### src/sv/rmss_pkg.sv
// Shared types, step codes and helpers for the resistive matrix scan sequencer.
package rmss_pkg;

	// Numeric step codes as seen on the scan_step field.
	localparam logic [3:0] STEP_RELEASE   = 4'd0;
	localparam logic [3:0] STEP_DRIVE     = 4'd1;
	localparam logic [3:0] STEP_SETTLE    = 4'd2;
	localparam logic [3:0] STEP_START     = 4'd3;
	localparam logic [3:0] STEP_WAIT      = 4'd4;
	localparam logic [3:0] STEP_SAVE      = 4'd5;
	localparam logic [3:0] STEP_NEXT_COL  = 4'd6;
	localparam logic [3:0] STEP_NEXT_ROW  = 4'd7;
	localparam logic [3:0] STEP_WAIT_HOST = 4'd8;

	// Fixed widths of the payload fields.
	localparam int unsigned ADC_W     = 12;
	localparam int unsigned INDEX_W   = 3;
	localparam int unsigned SLOT_W    = 6;
	localparam int unsigned SETTLE_W  = 8;

	// Scan sequencer states, one-hot.
	typedef enum logic [8:0] {
		ST_RELEASE   = 9'b0_0000_0001,
		ST_DRIVE     = 9'b0_0000_0010,
		ST_SETTLE    = 9'b0_0000_0100,
		ST_START     = 9'b0_0000_1000,
		ST_WAIT      = 9'b0_0001_0000,
		ST_SAVE      = 9'b0_0010_0000,
		ST_NEXT_COL  = 9'b0_0100_0000,
		ST_NEXT_ROW  = 9'b0_1000_0000,
		ST_WAIT_HOST = 9'b1_0000_0000
	} scan_state_t;

	// One scan tick.
	typedef struct packed {
		logic              conversion_done;
		logic [ADC_W-1:0]  adc_sample;
		logic              frame_sent;
	} tick_t;

	// One result per tick.
	typedef struct packed {
		logic               drive_active;
		logic [INDEX_W-1:0] drive_row;
		logic [INDEX_W-1:0] adc_channel;
		logic               adc_start;
		logic               sample_valid;
		logic [ADC_W-1:0]   sample_value;
		logic [SLOT_W-1:0]  sample_slot;
		logic               frame_last;
		logic               frame_ready;
		logic [3:0]         scan_step;
	} result_t;

	// Maps a one-hot state to its numeric step code.
	function automatic logic [3:0] step_code(scan_state_t st);
		logic [3:0] code;
		unique case (st)
			ST_RELEASE:   code = STEP_RELEASE;
			ST_DRIVE:     code = STEP_DRIVE;
			ST_SETTLE:    code = STEP_SETTLE;
			ST_START:     code = STEP_START;
			ST_WAIT:      code = STEP_WAIT;
			ST_SAVE:      code = STEP_SAVE;
			ST_NEXT_COL:  code = STEP_NEXT_COL;
			ST_NEXT_ROW:  code = STEP_NEXT_ROW;
			ST_WAIT_HOST: code = STEP_WAIT_HOST;
			default:      code = STEP_RELEASE;
		endcase
		return code;
	endfunction

endpackage

### src/sv/rmss_ifs.sv
// Valid/ready channel interfaces for ticks, results and the settle register.

interface rmss_tick_if import rmss_pkg::*; ();
	logic  valid;
	logic  ready;
	tick_t data;
	modport source (output valid, output data, input ready);
	modport sink (input valid, input data, output ready);
endinterface

interface rmss_result_if import rmss_pkg::*; ();
	logic    valid;
	logic    ready;
	result_t data;
	modport source (output valid, output data, input ready);
	modport sink (input valid, input data, output ready);
endinterface

interface rmss_cfg_if import rmss_pkg::*; ();
	logic                valid;
	logic                ready;
	logic [SETTLE_W-1:0] data;
	modport source (output valid, output data, input ready);
	modport sink (input valid, input data, output ready);
endinterface

### src/sv/resistive_matrix_scan_sequencer_unit.sv
// Top level of the resistive matrix scan sequencer: step machine and result register.
//
//  channel | modport | beat carries
//  --------+---------+-------------------------------------------------
//  cfg     | sink    | settle_ticks, 8 bits, always accepted
//  tick    | sink    | conversion_done, adc_sample, frame_sent
//  result  | source  | drives, converter select, sample record, status
//
// Each tick beat passes through the step logic, which runs between the state
// registers and the result register; one beat is accepted per cycle unless the result stalls.
// A result appears in the cycle after its tick and holds until taken; a tick
// is accepted while the result register is empty or being drained.
// Reset clears the step state, indices, flags and the result valid; the
// settle register resets to one.
module resistive_matrix_scan_sequencer_unit import rmss_pkg::*; #(
	parameter int unsigned ROWS        = 8,
	parameter int unsigned COLS        = 8,
	parameter int unsigned SAMPLE_BITS = 12
) (
	input  logic            clk,
	input  logic            arst_n,
	rmss_cfg_if.sink        cfg,
	rmss_tick_if.sink       tick,
	rmss_result_if.source   result
);

	localparam int unsigned RW     = (ROWS > 1) ? $clog2(ROWS) : 1;
	localparam int unsigned CW     = (COLS > 1) ? $clog2(COLS) : 1;
	localparam int unsigned HELD_W = (SAMPLE_BITS < ADC_W) ? SAMPLE_BITS : ADC_W;
	localparam int unsigned PROD_W = RW + CW + SLOT_W;
	localparam logic [RW-1:0] ROW_LAST = RW'(ROWS - 1);
	localparam logic [CW-1:0] COL_LAST = CW'(COLS - 1);

	scan_state_t         state_q, state_d;
	logic [RW-1:0]       row_q, row_d;
	logic [CW-1:0]       col_q, col_d;
	logic                driven_q, driven_d;
	logic [RW-1:0]       drow_q, drow_d;
	logic                rdy_q, rdy_d;
	logic [SETTLE_W-1:0] settle_cnt_q, settle_cnt_d;
	logic [HELD_W-1:0]   held_q, held_d;
	logic [SETTLE_W-1:0] settle_ticks_q;
	logic [SETTLE_W-1:0] limit;
	logic                start, valid, last;
	logic [PROD_W-1:0]   slot_full;
	logic [PROD_W-1:0]   drow_ext;
	logic [PROD_W-1:0]   col_ext;
	logic [PROD_W-1:0]   chan_ext;
	logic                out_valid_q;
	result_t             out_q;
	logic                accept;
	result_t             res;

	// Settle register write port.
	assign cfg.ready = 1'b1;

	always_ff @(posedge clk or negedge arst_n) begin
		if (!arst_n) begin
			settle_ticks_q <= SETTLE_W'(1);
		end else if (cfg.valid) begin
			settle_ticks_q <= cfg.data;
		end
	end

	// A tick is taken whenever the result register can move on.
	assign tick.ready = !out_valid_q || result.ready;
	assign accept     = tick.valid && tick.ready;

	// A zero settle setting behaves like one.
	assign limit = (settle_ticks_q == '0) ? SETTLE_W'(1) : settle_ticks_q;

	// Step logic for one tick.
	always_comb begin
		state_d      = state_q;
		row_d        = row_q;
		col_d        = col_q;
		driven_d     = driven_q;
		drow_d       = drow_q;
		settle_cnt_d = settle_cnt_q;
		held_d       = held_q;
		start        = 1'b0;
		valid        = 1'b0;
		last         = 1'b0;
		// The host's clear lands before the step is evaluated.
		rdy_d        = tick.data.frame_sent ? 1'b0 : rdy_q;

		unique case (state_q)
			ST_RELEASE: begin
				driven_d = 1'b0;
				state_d  = ST_DRIVE;
			end
			ST_DRIVE: begin
				driven_d     = 1'b1;
				drow_d       = row_q;
				settle_cnt_d = '0;
				state_d      = ST_SETTLE;
			end
			ST_SETTLE: begin
				settle_cnt_d = settle_cnt_q + SETTLE_W'(1);
				if (settle_cnt_d >= limit) begin
					state_d = ST_START;
				end
			end
			ST_START: begin
				start   = 1'b1;
				held_d  = '0;
				state_d = ST_WAIT;
			end
			ST_WAIT: begin
				if (tick.data.conversion_done) begin
					held_d  = tick.data.adc_sample[HELD_W-1:0];
					state_d = ST_SAVE;
				end
			end
			ST_SAVE: begin
				valid   = 1'b1;
				last    = (row_q == ROW_LAST) && (col_q == COL_LAST);
				state_d = ST_NEXT_COL;
			end
			ST_NEXT_COL: begin
				if (col_q == COL_LAST) begin
					col_d   = '0;
					state_d = ST_NEXT_ROW;
				end else begin
					col_d        = col_q + CW'(1);
					settle_cnt_d = '0;
					state_d      = ST_SETTLE;
				end
			end
			ST_NEXT_ROW: begin
				if (row_q == ROW_LAST) begin
					row_d   = '0;
					rdy_d   = 1'b1;
					state_d = ST_WAIT_HOST;
				end else begin
					row_d   = row_q + RW'(1);
					state_d = ST_RELEASE;
				end
			end
			ST_WAIT_HOST: begin
				if (!rdy_d) begin
					state_d = ST_RELEASE;
				end
			end
			default: begin
				state_d = ST_RELEASE;
			end
		endcase
	end

	// Slot number is row times columns plus column, kept to the field width.
	assign col_ext   = PROD_W'(col_q);
	assign slot_full = PROD_W'(row_q) * PROD_W'(COLS) + col_ext;
	assign drow_ext  = PROD_W'(drow_d);
	assign chan_ext  = PROD_W'(col_d);

	// Result fields from the updated state; sample value and slot come from the current state.
	always_comb begin
		res.drive_active = driven_d;
		res.drive_row    = drow_ext[INDEX_W-1:0];
		res.adc_channel  = chan_ext[INDEX_W-1:0];
		res.adc_start    = start;
		res.sample_valid = valid;
		res.sample_value = valid ? ADC_W'(held_q) : '0;
		res.sample_slot  = valid ? slot_full[SLOT_W-1:0] : '0;
		res.frame_last   = last;
		res.frame_ready  = rdy_d;
		res.scan_step    = step_code(state_d);
	end

	// Step state registers, updated once per accepted tick.
	always_ff @(posedge clk or negedge arst_n) begin
		if (!arst_n) begin
			state_q      <= ST_RELEASE;
			row_q        <= '0;
			col_q        <= '0;
			driven_q     <= 1'b0;
			drow_q       <= '0;
			rdy_q        <= 1'b0;
			settle_cnt_q <= '0;
			held_q       <= '0;
		end else if (accept) begin
			state_q      <= state_d;
			row_q        <= row_d;
			col_q        <= col_d;
			driven_q     <= driven_d;
			drow_q       <= drow_d;
			rdy_q        <= rdy_d;
			settle_cnt_q <= settle_cnt_d;
			held_q       <= held_d;
		end
	end

	// Result register valid.
	always_ff @(posedge clk or negedge arst_n) begin
		if (!arst_n) begin
			out_valid_q <= 1'b0;
		end else if (tick.ready) begin
			out_valid_q <= tick.valid;
		end
	end

	// Result register payload.
	always_ff @(posedge clk) begin
		if (accept) begin
			out_q <= res;
		end
	end

	assign result.valid = out_valid_q;
	assign result.data  = out_q;

endmodule
### src/flat_wrapper.sv
// flat-port wrapper written by rule: the top's interface ports become plain ports
module resistive_matrix_scan_sequencer_unit_flat import rmss_pkg::*;
#(
	parameter int unsigned ROWS        = 8,
	parameter int unsigned COLS        = 8,
	parameter int unsigned SAMPLE_BITS = 12
)
  (clk, arst_n, cfg_valid, cfg_data, cfg_ready, tick_valid, tick_data, tick_ready, result_valid, result_data, result_ready);
  rmss_cfg_if cfg_i ();
  rmss_tick_if tick_i ();
  rmss_result_if result_i ();
  input  logic clk;
  input  logic arst_n;
  input wire logic [$bits(cfg_i.valid)-1:0] cfg_valid;
  input wire logic [$bits(cfg_i.data)-1:0] cfg_data;
  output wire logic [$bits(cfg_i.ready)-1:0] cfg_ready;
  input wire logic [$bits(tick_i.valid)-1:0] tick_valid;
  input wire logic [$bits(tick_i.data)-1:0] tick_data;
  output wire logic [$bits(tick_i.ready)-1:0] tick_ready;
  output wire logic [$bits(result_i.valid)-1:0] result_valid;
  output wire logic [$bits(result_i.data)-1:0] result_data;
  input wire logic [$bits(result_i.ready)-1:0] result_ready;
  assign cfg_i.valid = cfg_valid;
  assign cfg_i.data = cfg_data;
  assign cfg_ready = cfg_i.ready;
  assign tick_i.valid = tick_valid;
  assign tick_i.data = tick_data;
  assign tick_ready = tick_i.ready;
  assign result_valid = result_i.valid;
  assign result_data = result_i.data;
  assign result_i.ready = result_ready;
  resistive_matrix_scan_sequencer_unit #(.ROWS(ROWS), .COLS(COLS), .SAMPLE_BITS(SAMPLE_BITS)) u_core (.clk(clk), .arst_n(arst_n), .cfg(cfg_i), .tick(tick_i), .result(result_i));
endmodule
### config.mk
export PLATFORM = sky130hd
export DESIGN_NAME = resistive_matrix_scan_sequencer_unit_flat
export DESIGN_NICKNAME = d
export VERILOG_FILES = /design/src/sv/rmss_pkg.sv /design/src/sv/rmss_ifs.sv /design/src/sv/resistive_matrix_scan_sequencer_unit.sv /design/src/flat_wrapper.sv
export SDC_FILE = /design/constraint.sdc
export NUM_CORES = 1
export LEC_CHECK = 0
export ABC_AREA = 1
export BUFFER_PORTS_ARGS = -buffer_cell sky130_fd_sc_hd__buf_2
export CAP_MARGIN = 10
export CORE_MARGIN = 2
export CORE_UTILIZATION = 55
export CTS_CLUSTER_SIZE = 30
export DETAILED_ROUTE_END_ITERATION = 8
export PLACE_DENSITY_LB_ADDON = 0.12
export SLEW_MARGIN = 20
export SYNTH_ARGS = -nofsm -noshare
export SYNTH_HDL_FRONTEND = slang
export SYNTH_SLANG_ARGS = --single-unit
### constraint.sdc
create_clock -name clk -period 6.7 [get_ports clk]
set_input_delay 1.005 -clock clk [delete_from_list [all_inputs] [get_ports clk]]
set_output_delay 1.005 -clock clk [all_outputs]
set_load 0.01 [all_outputs]
==> key figures, run 1 <==
Worst setup path
  – Most common cell on crit path: nand2_1
  – CP max stage cell: buf_4
  – CP cell instances: buf_2 > inv_1 > nand2_1 > nand2_1 > inv_2 > buf_4 > nand3_1 > o21ai_0
  – Bufs and invs on worst path: 4
  – Crit-path leading delay family: buffers and inverters
  – Crit path required time: ~7000 ps
  – Max incr delay on CP: 500 ps
  – Arr. time, crit path: 3080 ps
  – Crit path max fanout: 52
  – Critical path endpoint category: flop
  – Kind of start point of the critical path: input pin
  – Setup CP Type: in2reg

Floorplan
  – Starting Density: 56.85%
  – Row count: 30
  – Die Span Y: a little under 90 um
  – Die area: between 7000 and 8000 um2
  – Core ar.: 6794 um2
  – Die W: 87.80 um
  – Ports: 63

Timing
  – Relative slew margins: 42.09%
  – Tcrit/Tclk final: a little over two fifths
  – Setup violations, final: 0
  – Fin crit period: approximately 2800 ps
  – Worst setup margin: between 3000 and 4000 ps
  – Clock skew: slightly above 10 ps
  – Setup_tns: 0 ps
  – Worst hold slack: 494.4 ps
  – Fmax: 0.3543 GHz
  – Max-slew violations: 0
  – RSZ-0062 raised after global routing: false
  – Final Hold Viols: 0
  – Least-Margin Pin Slew: between 800 and 900 ps

Clock network
  – CTS Buf Count: 9
  – Root buf cell: clkbuf_8
  – CTS sink cnt: 82
  – Maximum clock insertion buffer count: 2
  – # resized after CTS: 0
  – H-tree depth reported by CTS: 3
  – Clock latency on the worst-skew pair: 350 ps
  – TritonCTS clock tree: yes
  – Clock-pin transition on the worst setup and hold timing paths: 90 ps
  – CTS Hold Bufs: 0
  – Post-CTS setup repair buffer count: 0

Synthesis
  – Seq cells post-synth: 82
  – Gate Count Post-Synth: 421
  – Area share of the largest cell type after synthesis: 30.45%
  – Yosys warnings: 0
  – Commonest cells post-synth: nand2_1 (107), inv_1 (63), dfrtp_1 (47)
  – Avg Cell Area, Syn: a little over 9 um2
  – Post-synth top area cell: dfrtp_1
  – Async SR Flop Fraction: between 50% and 60%
  – Synth Cell Area: roughly 3900 um2
  – Largest cells by area after synthesis: dfrtp_1 (30%), edfxtp_1 (26%), nand2_1 (10%), inv_1 (6.1%), ha_1 (4.2%)
  – Seq/Total Area, Yosys: 57.47%
  – Count of cell types in the netlist: 37
  – Most frequent cell after synthesis: nand2_1
  – Mapped Nets: 461
  – Main synth FF type: dfrtp_1
  – EDFF count, synth: 33

Pwr
  – VDD IR max: between 0.00015 and 0.0002 V
  – Pwr/cell area: roughly 240 nW/um2
  – Pleak: 0.002196 uW

GRT
  – Met1 global-route usage: 27.47%
  – Global-route wire length before repair: 12.32 mm
  – Vias in the first global route: between 2k and 3k
  – Initial antenna violation count: 0
  – Met2 usage: approximately a third
  – Met3 Use GR: 3.864%
  – GRT busiest layer: met2
  – Overall Global Routing Usage: 20.73%
  – Largest net degree at the start of global routing: 53
  – Grt ovf: 0

Place
  – GP Congestion: 0.8805
  – Post-place setup slack: 3468 ps
  – HPWL Detailed: approximately 5.1 mm
  – IO Port Bufs: 61
  – Placed cell count: 571

Cells and area
  – Cell Count, Final, Fillers Out: 587
  – Final Net Count: 526
  – Layout cell share with drive strength beyond 1: 20.57%
  – Layout area overhead: 15.87%
  – Final Util: roughly two thirds
  – Ant. Diodes: 0

Drt
  – Via count: 2920
  – Initial DRC Count: 189
  – DRC Markers: 0
  – Final WL: 7.242 mm
  – Via density: 4.974
  – Routed Antenna Nets: 0
  – Drt wl/cell: 12.34 um
  – DRT Pass-1 Iters: 6

Job
  – Max Cap Violations: 0

Hold path
  – Hold WC Path Type: reg2reg

Run status
  – Status: completed
## worst paths after layout
path	start	endpoint	slack (ps)	cells after the start
max	result_ready	u_core.held_q[11]$_DFFE_PN0P_	3880	8
min	u_core.settle_ticks_q[0]$_DFFE_PN1P_	u_core.settle_ticks_q[0]$_DFFE_PN1P_	490	2
max reg2reg	u_core.result.valid$_DFFE_PN0N_	u_core.held_q[11]$_DFFE_PN0P_	4250	6
min reg2reg	u_core.settle_ticks_q[0]$_DFFE_PN1P_	u_core.settle_ticks_q[0]$_DFFE_PN1P_	490	2
max in group asynchronous	arst_n	u_core.state_q[7]$_DFFE_PN0P_	5520	2
min in group asynchronous	arst_n	u_core.drow_q[0]$_DFFE_PN0P_	740	2
## stage by stage
stage | area [um2] | total power (uW)
floorplan | 3862 | 674.9
global placement | 4264 | 717.5
detailed placement | 4264 | 722.6
CTS | 4476 | 1090
global route | 4476 | 1135
finish | 4476 | 1084
## where the power goes
part / internal (uW) / switching, uW
Clock: 186 / 187
Sequential: 562 / 20.6
Combinational: 44.8 / 83.6
## worst register-to-register path, cell delays in order (launching register included)
cell	delay, ps
dfrtp_1	380
nand2_1	90
nand2_1	300
inv_2	260
buf_4	500
nand3_1	520
o21ai_0	310
## per-layer routing
| layer | vias to the layer above | wire length, um | share of wire [%] |
|---|---|---|---|
| met2 | 79 | 3396 | 47 |
| met3 | 13 | 364 | 5.0 |
| met1 | 1350 | 3389 | 47 |
| met4 | 0 | 91 | 1.3 |
| met5 | - | 0 | 0 |
| li1 | 1478 | - | - |
## cells in the final DEF (no fill, tap or decap), types with 2 or more instances in the layout
cell type and count:
nand2_2 3, inv_1 63, buf_4 2, clkinvlp_4 2, buf_2 61, dfstp_2 2, nor2_4 2, nor3_1 5
clkbuf_8 10, xor2_1 4, xnor2_1 2, nand2_1 107, ha_1 13, o21ai_0 27, o21ai_1 11, a21oi_1 7
nand4_1 8, clkinv_4 2, edfxtp_1 33, dfrtp_1 47, nor2_1 37, nor2_2 3, nand3_1 19, inv_2 4
## kinds of logic after synthesis
kind of cell | share of synthesized area (%)
AO/OA/AOI/OAI | 7.030
XOR/XNOR | 1.361
adder cells (fa/ha/maj) | 4.211
buffers and inverters | 7.775
flip-flops | 57.47
multiplexers | 0.2915
other | 0.09709
AND/OR/NAND/NOR | 21.77
## layout make-up
| type | count | area [um2] |
|---|---|---|
| fill | 561 | 2318 |
| sequential | 82 | 2220 |
| multi-input combinational | 261 | 1343 |
| timing repair buffer | 63 | 320.3 |
| inverter | 69 | 261.5 |
| clock buffer | 10 | 137.6 |
| tap | 96 | 120.1 |
| clock inverter | 6 | 73.82 |
## state kept, by name, summed over array words and instances (netlist names)
register	flops
u_core.row_q	3
u_core.result.valid	1
u_core.col_q	3
u_core.driven_q	1
u_core.drow_q	3
u_core.held_q	12
u_core.result.data	33
u_core.settle_cnt_q	8
u_core.settle_ticks_q	8
u_core.rdy_q	1
u_core.state_q	9
(Power assumes the default switching activity.)
==> inputs of run 2 (changes only) <==
==> constraint.sdc (replaced) <==
create_clock -name clk -period 2.9 [get_ports clk]
set_input_delay 0.435 -clock clk [delete_from_list [all_inputs] [get_ports clk]]
set_output_delay 0.435 -clock clk [all_outputs]
set_load 0.01 [all_outputs]
==> key figures, run 2 (same netlist as run 1, synthesis figures left out) <==
GRT
  – Vias in the first global route: 2730 (-0.62%)
  – Initial antenna violation count: 0 (unchanged)
  – Largest net degree at the start of global routing: 30 (-43%)
  – Global-route wire length before repair: 12.41 mm (+0.67%)
  – Overall Global Routing Usage: 21.30% (+0.57 points)
  – Grt ovf: 0 (unchanged)

Timing
  – Fin crit period: 2056 ps
  – Least-Margin Pin Slew: 806.6 ps (-59.92 ps)
  – Worst hold slack: 32.01 ps (-462.4 ps)
  – Relative slew margins: 45.87% (+3.8 points)
  – Worst setup margin: 843.9 ps (-3034 ps)
  – Setup violations, final: 0 (unchanged)
  – Fmax: 0.4864 GHz
  – Max-slew violations: 0 (unchanged)
  – Setup_tns: 0 ps (unchanged)
  – Final Hold Viols: 0 (unchanged)
  – Clock skew: 9.147 ps (-1.083 ps)
  – RSZ-0062 raised after global routing: false
  – Tcrit/Tclk final: a little under three quarters

Place
  – GP Congestion: 0.8143 (-7.5%)
  – Post-place setup slack: 850.9 ps (-2617 ps)
  – IO Port Bufs: 61 (unchanged)
  – HPWL Detailed: 5.359 mm (+5.9%)

Worst setup path
  – Kind of start point of the critical path: flop
  – Crit path required time: 3000 ps (-3950 ps)
  – Arr. time, crit path: 2160 ps (-920 ps)
  – Setup CP Type: reg2reg
  – Crit path max fanout: 6 (-88%)
  – Critical path endpoint category: flop

Floorplan
  – Row count: 30 (unchanged)
  – Core ar.: 6794 um2 (unchanged)
  – Die Span Y: 87.80 um (unchanged)
  – Die area: 7709 um2 (unchanged)
  – Starting Density: 56.85% (unchanged)
  – Die W: 87.80 um (unchanged)
  – Ports: 63 (unchanged)

Cells and area
  – Register area: 2220 um2 (unchanged)
  – Commonest non-fill, non-tap cell in the layout: nand2_1
  – # fillers: 561 (unchanged)
  – Max reg flops: 33 (unchanged)
  – Commonest cells after routing, fill and taps aside: nand2_1 (107), inv_1 (63), buf_2 (61), dfrtp_1 (47), nor2_1 (37)
  – Final Net Count: 529 (+0.57%)
  – Layout cell share with drive strength beyond 1: 21.05% (+0.48 points)
  – Area occupied by multi-input gates: 1343 um2 (unchanged)
  – Final Util: 66.56% (+0.68 points)
  – Layout area overhead: 17.07%
  – Ant. Diodes: 0 (unchanged)

Clock network
  – Maximum clock insertion buffer count: 2 (unchanged)
  – Clock-pin transition on the worst setup and hold timing paths: 80 ps (about the same)
  – # resized after CTS: 0 (unchanged)
  – Root buf cell: clkbuf_8
  – CTS Buf Count: 9 (unchanged)
  – H-tree depth reported by CTS: 3 (unchanged)
  – CTS Hold Bufs: 0 (unchanged)
  – Post-CTS setup repair buffer count: 0 (unchanged)
  – TritonCTS clock tree: yes
  – Clock latency on the worst-skew pair: 360 ps (about the same)
  – CTS sink cnt: 82 (unchanged)

Pwr
  – Overall power: 2598 uW (+140%)
  – VDD IR max: 0.0003498 V (+110%)
  – Pleak: 0.002228 uW (+1.5%)
  – Pwr/cell area: 574.6 nW/um2 (+140%)

Drt
  – Routed Antenna Nets: 0 (unchanged)
  – DRT Pass-1 Iters: 5 (-1)
  – Drt wl/cell: 12.66 um (+2.6%)
  – Via density: 4.929 (-0.92%)
  – Final WL: 7.470 mm (+3.1%)
  – Via count: 2908 (-0.41%)
  – Initial DRC Count: 156 (-17%)
  – DRC Markers: 0 (unchanged)

Run status
  – Status: completed

Job
  – Max Cap Violations: 0 (unchanged)

Hold path
  – Hold WC Path Type: in2async
-- run 2: power breakdown --
group,switching [uW],leakage (uW),internal [uW],total [uW]
combinational,196,0.00113,106,303
clock,431,0.000119,520,951
sequential,46.0,0.000976,1300,1340
-- run 2: worst max-delay path, stage by stage, from the launching register on --
cell and delay, ps:
dfrtp_1 430, nand2_1 70, nor2_1 130, nand4_1 120
xnor2_1 220, ha_1 280, a21oi_1 160, o21a_1 160
nand2_1 60, nand2_1 90, nand4_1 80
-- run 2: final timing paths --
kind | start | to | slack, ps | cells after the start
setup / recovery | u_core.settle_cnt_q[0]$_DFFE_PN0P_ | u_core.result.data[0]$_DFFE_PP_ | 840 | 10
setup reg to reg | u_core.settle_cnt_q[0]$_DFFE_PN0P_ | u_core.result.data[0]$_DFFE_PP_ | 840 | 10
hold reg to reg | u_core.held_q[1]$_DFFE_PN0P_ | u_core.held_q[1]$_DFFE_PN0P_ | 490 | 2
max in group asynchronous | arst_n | u_core.state_q[0]$_DFFE_PN1P_ | 2060 | 2
hold / removal | arst_n | u_core.settle_cnt_q[7]$_DFFE_PN0P_ | 30 | 1
min in group clk | cfg_data[4] | u_core.settle_ticks_q[4]$_DFFE_PN0P_ | 280 | 3
-- run 2: layer usage --
layer,global-route usage (%),share of wire [%]
met1,28.79,47
met2,34.02,46
met3,4.807,4.9
met4,7.692,1.8
met5,0,0
-- run 2: final cells by class --
| class | instances | area share, % |
|---|---|---|
| Clock buffer | 10 | 3.044 |
| Sequential cell | 82 | 49.09 |
| Inverter | 69 | 5.783 |
| Clock inverter | 6 | 2.158 |
| Timing Repair Buffer | 66 | 7.582 |
| Multi-Input combinational cell | 261 | 29.69 |
| Tap cell | 96 | 2.656 |
-- run 2: per-stage QoR --
step / instance area, um2 / cells
finish: 4522 / 590
global route: 4522 / 590
CTS: 4522 / 590
detailed placement: 4287 / 574
global placement: 4287 / 574
floorplan: 3862 / 421
